[config.mk]
export PLATFORM = sky130hd
export DESIGN_NAME = icon_size_record_selector
export DESIGN_NICKNAME = d
export VERILOG_FILES = /design/src/isrs_pkg.sv /design/src/isrs_judge.sv /design/src/isrs_parser.sv /design/src/icon_size_record_selector.sv
export SDC_FILE = /design/constraint.sdc
export NUM_CORES = 2
export LEC_CHECK = 0
export BUFFER_PORTS_ARGS = -buffer_cell sky130_fd_sc_hd__clkbuf_2
export CORE_MARGIN = 2
export CORE_UTILIZATION = 40
export DETAILED_ROUTE_END_ITERATION = 10
export GPL_ROUTABILITY_DRIVEN = 0
export PLACE_DENSITY_LB_ADDON = 0.12
export SLEW_MARGIN = 0
export SYNTH_ARGS = -nofsm -noshare
export SYNTH_HDL_FRONTEND = slang
export SYNTH_SLANG_ARGS = --single-unit
[constraint.sdc]
create_clock -name clock -period 21.2 [get_ports clock]
set_input_delay 4.24 -clock clock [delete_from_list [all_inputs] [get_ports clock]]
set_output_delay 4.24 -clock clock [all_outputs]
set_load 0.01 [all_outputs]
[src/isrs_pkg.sv]
// Shared types and constants for the icon size record selector.
`default_nettype none

package isrs_pkg;

   localparam int INDEX_BITS = 24;
   localparam int START_BITS = 24;
   localparam int WORD_BITS  = 32;
   localparam int IDEAL_BITS = 16;
   localparam int COUNT_BITS = 2 * WORD_BITS;

   localparam logic [INDEX_BITS-1:0] INDEX_MAX   = '1;
   localparam logic [IDEAL_BITS-1:0] IDEAL_RESET = IDEAL_BITS'(32);

   typedef struct packed {
      logic [WORD_BITS-1:0] word;
      logic                 last;
   } req_type;

   typedef struct packed {
      logic                  found;
      logic [WORD_BITS-1:0]  best_width;
      logic [WORD_BITS-1:0]  best_height;
      logic [START_BITS-1:0] first_pixel;
      logic                  overflow;
   } rsp_type;

   // parse position inside a record
   typedef enum logic [2:0] {
      ST_WIDTH  = 3'b001,
      ST_HEIGHT = 3'b010,
      ST_PIXELS = 3'b100
   } parse_state_type;

   // one word handed to the parser
   typedef struct packed {
      logic    valid;
      req_type data;
   } step_type;

   // result produced by the parser on a last word
   typedef struct packed {
      logic    valid;
      rsp_type data;
   } result_type;

endpackage

`default_nettype wire

[src/isrs_judge.sv]
// Replacement decision: compares a finished record's average edge against the best.
`default_nettype none

module isrs_judge (
   input  wire logic [isrs_pkg::WORD_BITS-1:0]  cur_width,
   input  wire logic [isrs_pkg::WORD_BITS-1:0]  cur_height,
   input  wire logic [isrs_pkg::WORD_BITS-1:0]  held_avg,
   input  wire logic                            have_best,
   input  wire logic [isrs_pkg::IDEAL_BITS-1:0] target_edge,
   output logic                                 take,
   output logic      [isrs_pkg::WORD_BITS-1:0]  cur_avg
);
   import isrs_pkg::*;

   logic [WORD_BITS:0]   cur_sum;
   logic [WORD_BITS-1:0] ideal;
   logic                 held_low;
   logic                 held_high;
   logic                 cur_reaches;

   always_comb begin
      cur_sum     = {1'b0, cur_width} + {1'b0, cur_height};
      cur_avg     = cur_sum[WORD_BITS:1];
      ideal       = WORD_BITS'(target_edge);
      held_low    = held_avg < ideal;
      held_high   = held_avg > ideal;
      cur_reaches = cur_avg >= ideal;
      take = !have_best ||
             (held_low && cur_reaches) ||
             (held_low && (cur_avg > held_avg)) ||
             (held_high && cur_reaches && (cur_avg < held_avg));
   end

endmodule

`default_nettype wire

[src/isrs_parser.sv]
// Record parser: tracks position in the stream, counts pixels, keeps the best record.
`default_nettype none

module isrs_parser (
   input  wire logic                            clock,
   input  wire logic                            reset,
   input  wire logic [isrs_pkg::IDEAL_BITS-1:0] target_edge,
   input  wire isrs_pkg::step_type              step,
   output isrs_pkg::result_type                 result
);
   import isrs_pkg::*;

   parse_state_type        state_ff, state_in;
   logic [WORD_BITS-1:0]   cur_width_ff, cur_width_in;
   logic [WORD_BITS-1:0]   cur_height_ff, cur_height_in;
   logic [COUNT_BITS-1:0]  pixels_left_ff, pixels_left_in;
   logic [INDEX_BITS-1:0]  word_index_ff, word_index_in;
   logic [INDEX_BITS-1:0]  pixel_start_ff, pixel_start_in;
   logic [WORD_BITS-1:0]   held_width_ff, held_width_in;
   logic [WORD_BITS-1:0]   held_height_ff, held_height_in;
   logic [WORD_BITS-1:0]   held_avg_ff, held_avg_in;
   logic [INDEX_BITS-1:0]  held_start_ff, held_start_in;
   logic                   have_best_ff, have_best_in;
   logic                   overflow_ff, overflow_in;

   logic [WORD_BITS-1:0]   judge_width;
   logic [WORD_BITS-1:0]   judge_height;
   logic [INDEX_BITS-1:0]  judge_start;
   logic                   take;
   logic [WORD_BITS-1:0]   cur_avg;
   logic                   do_judge;
   logic                   short_tail;
   logic                   idx_at_max;
   logic [INDEX_BITS-1:0]  index_next;
   logic [COUNT_BITS-1:0]  product;
   logic                   found;

   isrs_judge u_judge (
      .cur_width   (judge_width),
      .cur_height  (judge_height),
      .held_avg    (held_avg_ff),
      .have_best   (have_best_ff),
      .target_edge (target_edge),
      .take        (take),
      .cur_avg     (cur_avg)
   );

   assign product = COUNT_BITS'(cur_width_ff) * COUNT_BITS'(step.data.word);

   always_comb begin
      state_in       = state_ff;
      cur_width_in   = cur_width_ff;
      cur_height_in  = cur_height_ff;
      pixels_left_in = pixels_left_ff;
      word_index_in  = word_index_ff;
      pixel_start_in = pixel_start_ff;
      held_width_in  = held_width_ff;
      held_height_in = held_height_ff;
      held_avg_in    = held_avg_ff;
      held_start_in  = held_start_ff;
      have_best_in   = have_best_ff;
      overflow_in    = overflow_ff;
      do_judge       = 1'b0;
      short_tail     = 1'b0;

      // index saturates at its maximum; the next index is also the pixel start
      idx_at_max = word_index_ff == INDEX_MAX;
      index_next = idx_at_max ? word_index_ff : word_index_ff + 1'b1;

      judge_width  = cur_width_ff;
      judge_height = cur_height_ff;
      judge_start  = pixel_start_ff;

      unique case (state_ff)
         ST_HEIGHT: begin
            judge_height = step.data.word;
            judge_start  = index_next;
         end
         default: begin
         end
      endcase

      if (step.valid) begin
         word_index_in = index_next;
         overflow_in   = overflow_ff | idx_at_max;
         unique case (state_ff)
            ST_HEIGHT: begin
               cur_height_in  = step.data.word;
               pixels_left_in = product;
               pixel_start_in = index_next;
               if (step.data.last) begin
                  short_tail = 1'b1;
               end else if (cur_width_ff == '0 || step.data.word == '0) begin
                  // empty record finishes on its height word
                  do_judge = 1'b1;
                  state_in = ST_WIDTH;
               end else begin
                  state_in = ST_PIXELS;
               end
            end
            ST_PIXELS: begin
               if (pixels_left_ff != '0) begin
                  pixels_left_in = pixels_left_ff - 1'b1;
               end
               if (pixels_left_ff[COUNT_BITS-1:1] == '0) begin
                  do_judge = 1'b1;
                  state_in = ST_WIDTH;
               end
            end
            default: begin
               cur_width_in = step.data.word;
               state_in     = ST_HEIGHT;
               short_tail   = step.data.last;
            end
         endcase

         if (do_judge && take) begin
            have_best_in   = 1'b1;
            held_width_in  = judge_width;
            held_height_in = judge_height;
            held_avg_in    = cur_avg;
            held_start_in  = judge_start;
         end
      end

      found              = have_best_in && !short_tail;
      result.valid       = step.valid && step.data.last;
      result.data.found       = found;
      result.data.best_width  = found ? held_width_in : '0;
      result.data.best_height = found ? held_height_in : '0;
      result.data.first_pixel = found ? START_BITS'(held_start_in) : '0;
      result.data.overflow    = overflow_in;

      // end of list: start a fresh stream
      if (result.valid) begin
         state_in      = ST_WIDTH;
         word_index_in = '0;
         have_best_in  = 1'b0;
         overflow_in   = 1'b0;
      end
   end

   always_ff @(posedge clock) begin
      if (reset) begin
         state_ff      <= ST_WIDTH;
         word_index_ff <= '0;
         have_best_ff  <= 1'b0;
         overflow_ff   <= 1'b0;
      end else begin
         state_ff      <= state_in;
         word_index_ff <= word_index_in;
         have_best_ff  <= have_best_in;
         overflow_ff   <= overflow_in;
      end
   end

   always_ff @(posedge clock) begin
      cur_width_ff   <= cur_width_in;
      cur_height_ff  <= cur_height_in;
      pixels_left_ff <= pixels_left_in;
      pixel_start_ff <= pixel_start_in;
      held_width_ff  <= held_width_in;
      held_height_ff <= held_height_in;
      held_avg_ff    <= held_avg_in;
      held_start_ff  <= held_start_in;
   end

endmodule

`default_nettype wire

[src/icon_size_record_selector.sv]
// Throughput: one word per cycle, but a last word waits while the result
// register still holds an unaccepted result. Each word passes the input
// register, then one pass of parser logic (a 32x32 multiply on the height
// word, a 64-bit countdown on pixel words, an average compare) into the result
// register. Reset is synchronous, active high: clears the stream state and both
// channel registers, and sets the target edge length to 32.
`default_nettype none

module icon_size_record_selector (
   input  wire logic                            clock,
   input  wire logic                            reset,
   input  wire logic                            req_valid,
   output logic                                 req_ready,
   input  wire isrs_pkg::req_type               req_payload,
   output logic                                 rsp_valid,
   input  wire logic                            rsp_ready,
   output isrs_pkg::rsp_type                    rsp_payload,
   input  wire logic                            csr_we,
   input  wire logic [isrs_pkg::IDEAL_BITS-1:0] csr_wdata
);
   import isrs_pkg::*;

   logic                  in_valid_ff, in_valid_in;
   req_type               in_ff, in_in;
   logic                  rsp_valid_ff, rsp_valid_in;
   rsp_type               rsp_ff, rsp_in;
   logic [IDEAL_BITS-1:0] target_edge_ff, target_edge_in;
   logic                  in_fire;
   step_type              step;
   result_type            result;

   // a word that ends the list needs room in the result register
   assign in_fire   = in_valid_ff && (!in_ff.last || !rsp_valid_ff || rsp_ready);
   assign req_ready = !in_valid_ff || in_fire;

   assign step.valid = in_fire;
   assign step.data  = in_ff;

   isrs_parser u_parser (
      .clock       (clock),
      .reset       (reset),
      .target_edge (target_edge_ff),
      .step        (step),
      .result      (result)
   );

   always_comb begin
      in_valid_in = in_valid_ff;
      in_in       = in_ff;
      if (req_ready) begin
         in_valid_in = req_valid;
         in_in       = req_payload;
      end

      rsp_valid_in = rsp_valid_ff;
      rsp_in       = rsp_ff;
      if (result.valid) begin
         rsp_valid_in = 1'b1;
         rsp_in       = result.data;
      end else if (rsp_ready) begin
         rsp_valid_in = 1'b0;
      end

      target_edge_in = csr_we ? csr_wdata : target_edge_ff;
   end

   always_ff @(posedge clock) begin
      if (reset) begin
         in_valid_ff    <= 1'b0;
         rsp_valid_ff   <= 1'b0;
         target_edge_ff <= IDEAL_RESET;
      end else begin
         in_valid_ff    <= in_valid_in;
         rsp_valid_ff   <= rsp_valid_in;
         target_edge_ff <= target_edge_in;
      end
   end

   always_ff @(posedge clock) begin
      in_ff  <= in_in;
      rsp_ff <= rsp_in;
   end

   assign rsp_valid   = rsp_valid_ff;
   assign rsp_payload = rsp_ff;

endmodule

`default_nettype wire

==> Word-level counts from Yosys, hierarchy flattened <==
Index checks and enable logic that the tools add are counted.
{ "totals": {"regBits": 442, "in_bits": 54, "out_inout_bits": 92, "wordCells": 99} }
{ "op_classes": {"add_sub_neg": 3, "multipliers": 1, "magnitude_cmp": 5, "eq_ne": 6, "mux": 28, "bitwise": 2, "n_reduce_logical": 32} }
{ "ops": {"columns": ["operator", "count"], "rows": [
  ["$mux W32", 5],
  ["$pmux W64 S2", 1],
  ["$mux W24", 4],
  ["$logic_not A32 Y1", 2],
  ["$mul A32 B32 Y64", 1],
  ["$mux W64", 1],
  ["$reduce_bool A64 Y1", 1],
  ["$sub A64 B1 Y64 const B", 1],
  ["$logic_not A63 Y1", 1],
  ["$add A32 B32 Y33", 1],
  ["$ge A32 B16 Y1", 1],
  ["$gt A32 B16 Y1", 1],
  ["$gt A32 B32 Y1", 1],
  ["$lt A32 B16 Y1", 1],
  ["$lt A32 B32 Y1", 1],
  ["$add A24 B1 Y24 const B", 1],
  ["$eq A24 B24 Y1 const B", 1],
  ["$mux W1", 11],
  ["$mux W3", 3],
  ["$logic_and A1 B1 Y1", 8],
  ["$logic_or A1 B1 Y1", 7],
  ["$pmux W3 S2", 1],
  ["$reduce_and A3 Y1", 2],
  ["$logic_not A1 Y1", 5],
  ["other kinds (10)", 15]
]} }

==> Depth between registers and ports, before layout <==
{ "depth": {"word_depth": 12, "ltp_mapped": 30, "depth_no_buf": 27} }

==> Hierarchy <==
From an unflattened synthesis, not the netlist that was laid out.
{ "hier_totals": {"hier_cells": 5571, "area_unflattened_um2": 54553.6} }
{ "modules_own_cells": {"columns": ["mod", "instances", "cells_per_inst", "area_each_um2", "seq_area_each_um2"], "rows": [
  ["isrs_parser", 1, 4922, 46777.4, 7867.5],
  ["icon_size_record_selector", 1, 183, 4357.9, 4053.9],
  ["isrs_judge", 1, 466, 3418.3, 0.0]
]} }

==> Worst setup path before layout <==
OpenSTA, ideal clock, no wires.
{ "synth_path": {"path_type": "input -> output", "from": "input port rsp_ready", "to": "output port req_ready", "arrival_time_ps": 5278, "t_required_ps": 16960, "slack_ps": 11682, "cell_stages": 2, "n_path_buf": 0, "path_cell_list": "nor2b_1 > nand3_1"} }
{ "synth_between": {"elab_chain_len": 3} }
{ "synth_lines": {"columns": ["item", "line_no", "source"], "rows": [
  ["from (decl)", "icon_size_record_selector.sv:16", "input wire logic rsp_ready,"],
  ["$logic_or A1 B1 Y1", "icon_size_record_selector.sv:33", "assign in_fire = in_valid_ff && (!in_ff.last || !rsp_valid_ff || rsp_ready);"],
  ["$logic_and A1 B1 Y1", "icon_size_record_selector.sv:33", null],
  ["$logic_or A1 B1 Y1", "icon_size_record_selector.sv:34", "assign req_ready = !in_valid_ff || in_fire;"],
  ["to (decl)", "icon_size_record_selector.sv:13", "output logic req_ready,"]
]} }
Every way passes these cells.

==> Final worst setup path <==
{ "layout_path": {"from": "register u_parser.cur_width_ff[11]", "to": "register u_parser.pixels_left_ff[61] (data pin)"} }
{ "layout_between": {"elab_chain_len": 2} }
{ "layout_lines": {"columns": ["item", "line_no", "source"], "rows": [
  ["from (decl)", "isrs_parser.sv:14", "logic [WORD_BITS-1:0] cur_width_ff, cur_width_in;"],
  ["from (signal assigned)", "isrs_parser.sv:158", "cur_width_ff <= cur_width_in;"],
  ["$mul A32 B32 Y64", "isrs_parser.sv:48", "assign product = COUNT_BITS'(cur_width_ff) * COUNT_BITS'(step.data.word);"],
  ["$pmux W64 S2", "isrs_parser.sv:86", "unique case (state_ff)"],
  ["to (signal assigned)", "isrs_parser.sv:160", "pixels_left_ff <= pixels_left_in;"],
  ["to (decl)", "isrs_parser.sv:16", "logic [COUNT_BITS-1:0] pixels_left_ff, pixels_left_in;"]
]} }
Every way passes these cells.
A chain may end at the register's enable or synchronous reset.

==> results.py <==
metrics = {
    "timing": {
        "setup_slack_ns": 11.30,
        "period_needed_ns": 9.90,
        "relSlewSlack_pct": 19.9,
        "slew_viol_final": 0,
        "fmax_mhz": 101,
        "rsz0062_at_grt": "no",
        "finalHoldViolations": 0,
        "tightest_slew_ns": 1.20,
        "period_share_pct": 46.7,
        "setup_tns_ns": 0,
        "skew_ns": 0.0324,
        "finalSetupViolations": 0,
    },
    "clock_tree": {
        "h-tree-depth": 2,
        "cts.clk_slew.worst_paths_ns": 0.06,
        "hold_buffers": 0,
        "clock_latency_ns": 0.65,
        "clockBufferDepth": 3,
        "cts_buffers": 54,
        "cts_setup_buffers": 0,
        "clock-root-buffer": "clkbuf_16",
        "cts_tree": "done",
        "post_cts_resized": 0,
        "cts_sinks": 442,
    },
    "critical_path": {
        "cp_max_fo": 21,
        "crit_path_end_kind": "flip-flop",
        "cp.required_ns": 21.57,
        "cpPeakStageDelay_ns": 0.87,
        "crit_path_cell_trace": "buf_4 > and2_1 > fa_1 > fa_1 > inv_1 > fa_1 > fa_1 > fa_1 > inv_1 > fa_1 > fa_1 > fa_1 > ha_1 > nand4_1 > nor3_1 > nand4_1 > o41ai_1 > o31ai_1 > o21ai_0 > a31oi_1 > o21ai_0 > a311oi_1 > xor2_1 > a21oi_1",
        "cp.arrival_ns": 10.27,
        "startpoint_type": "flip-flop",
        "criticalPathCategory": "flip-flop to flip-flop",
        "cpMostUsedCell": "fa_1",
        "crit_path_top_delay_cell": "o41ai_1",
    },
    "yosys": {
        "yosysWarnings": 0,
        "syn_area_mm2": 0.0542,
        "avgSynthCellArea_um2": 9.78,
        "synthCells": 5538,
        "synth_cell_type_count": 71,
        "synth_edf_count": 307,
        "synth-main-ff-cell": "edfxtp_1",
        "yosys_register_bits": 442,
        "seq_area_frac_synth_pct": 22.0,
        "async_flop_share_pct": 0,
        "synth_fp_nets": 6849,
    },
    "global_routing": {
        "grt_use_total_pct": 24.5,
        "antenna_found_initial": 11,
        "grt_overflow": 0,
        "grt_max_degree": 73,
        "grt_pass1_vias": 40600,
        "grt_pass1_wl_um": 256000,
    },
    "final_layout": {
        "fin_util_pct": 43.5,
        "area_growth_pct": 8.43,
        "design_area_mm2": 0.0587,
        "fillers": 13200,
        "drive_gt1_share_pct": 8.01,
        "final_nets": 6857,
    },
    "detailed_routing": {
        "antenna_left": 0,
        "via_count": 38400,
        "first_pass_iters": 5,
        "wl_per_cell_um": 22.5,
        "remaining_drc_errors": 0,
        "drtIter0Drc": 2415,
        "drt-vias-per-instance": 5.20,
        "wirelength_um": 166000,
    },
    "hold_path": {
        "hold_path.class": "flip-flop to flip-flop",
    },
    "floorplan": {
        "start_util_pct": 40.1,
        "die_w_um": 372,
        "ios": 146,
        "dieArea_mm2": 0.138,
        "core_mm2": 0.135,
        "die_h_um": 372,
        "fp-row-count": 135,
    },
    "outcome": {
        "status": "finished, final reports clean",
    },
    "placed_design": {
        "dp_slack_ns": 11.52,
        "numPortBuffers": 145,
        "hpwl_um": 120000,
        "placed_area_mm2": 0.0568,
    },
    "flow_run": {
        "max-cap-violations": 0,
    },
}
==> synthesized netlist by cell type, types with 21 or more instances <==
cell	count	share of area, %
nor3_1	43	0.40
xor2_1	85	1.4
dfxtp_1	135	5.0
edfxtp_1	307	17
inv_1	930	6.4
mux2i_1	21	0.39
a21oi_1	153	1.4
nand3_1	45	0.42
fa_1	897	33
and2_1	686	7.9
nand2_1	711	4.9
nand4_1	42	0.49
a211oi_1	23	0.32
mux2_2	68	1.4
or3_1	23	0.27
a21o_1	56	0.78
o21ai_0	126	1.2
and3_1	25	0.29
nor2_1	165	1.1
ha_1	360	8.3
nor4_1	41	0.47
clkbuf_1	272	1.9
xnor2_1	91	1.5
==> worst max-delay path, delay by kind of cell (launching register included) <==
family | cells | cell delay, ns
xor gates and xnor gates | 1 | 0.20
adders and majority gates | 9 | 4.35
DFF | 1 | 0.85
buffers and inverters | 3 | 0.57
and+or+nand+nor | 4 | 0.98
AOI/OAI and AO/OA | 7 | 2.65
==> final cells by class <==
type | instances | area, µm² | share of cell area [%]
Antenna cell | 2 | 5.00 | 0.00852
Tap cell | 1781 | 2230 | 3.79
Inverter | 931 | 3500 | 5.95
Sequential cell | 442 | 11900 | 20.3
Clock inverter | 23 | 304 | 0.518
Timing Repair Buffer | 240 | 1440 | 2.45
Clock buffer | 79 | 1670 | 2.85
Multi-Input combinational cell | 3877 | 37700 | 64.1
==> logic make-up after synthesis <==
| kind of cell | share of synthesized area (%) |
|---|---|
| xor gates and xnor gates | 2.85 |
| muxes | 2.36 |
| adders and majority gates | 41.5 |
| and+or+nand+nor | 17.2 |
| AOI/OAI and AO/OA | 5.62 |
| DFF | 22.0 |
| buffers and inverters | 8.51 |
==> routing by layer <==
metal / GRT usage [%] / part of all wire (%) / vias up
li1: - / - / 17300
met1: 34.6 / 45 / 19900
met2: 41.1 / 48 / 1000
met3: 2.63 / 4.9 / 163
met4: 4.40 / 1.9 / 0
met5: 0 / 0 / -
==> flip-flops by register name, indices dropped and copies added, names as in the netlist, 24 cells and up <==
signal and cells:
u_parser.held_avg_ff 32, u_parser.cur_width_ff 32, u_parser.held_width_ff 32, u_parser.held_start_ff 24, u_parser.pixels_left_ff 64, u_parser.held_height_ff 32, in_ff 33, rsp_payload 90
u_parser.cur_height_ff 32, u_parser.word_index_ff 24, u_parser.pixel_start_ff 24
==> per-stage QoR <==
step           hold WS, ns  cells
2_1_floorplan        0.424   5538
3_3_place_gp         0.450   7271
3_5_place_dp         0.453   7271
4_1_cts              0.468   7373
5_1_grt              0.477   7373
6_report             0.464   7375
==> final timing paths <==
kind / startpoint / end / slack [ns] / depth (start not counted)
setup / recovery: u_parser.cur_width_ff[11] / u_parser.pixels_left_ff[61] / 11.30 / 24
hold / removal: u_parser.held_width_ff[0] / u_parser.held_width_ff[0] / 0.46 / 1
setup reg to reg: u_parser.cur_width_ff[11] / u_parser.pixels_left_ff[61] / 11.30 / 24
hold reg to reg: u_parser.held_width_ff[0] / u_parser.held_width_ff[0] / 0.46 / 1
==> cells in the final DEF, fill, tap and decap left out, types with 23 or more instances in the layout <==
master     synthesis  layout
inv_1            930     928
fa_1             897     897
nand2_1          711     710
and2_1           686     685
ha_1             360     360
edfxtp_1         307     307
nor2_1           165     165
a21oi_1          153     152
clkbuf_2           0     145
dfxtp_1          135     135
o21ai_0          126     126
buf_4              0      95
xnor2_1           91      91
xor2_1            85      85
mux2_2            68      68
clkbuf_16          0      59
a21o_1            56      56
nand3_1           45      44
nand4_1           42      42
nor3_1            43      42
nor4_1            41      41
and3_1            25      25
a211oi_1          23      23
or3_1             23      23
Power is not shown: default switching activity piles up to over one toggle a cycle in this logic, so the estimate is an artifact.
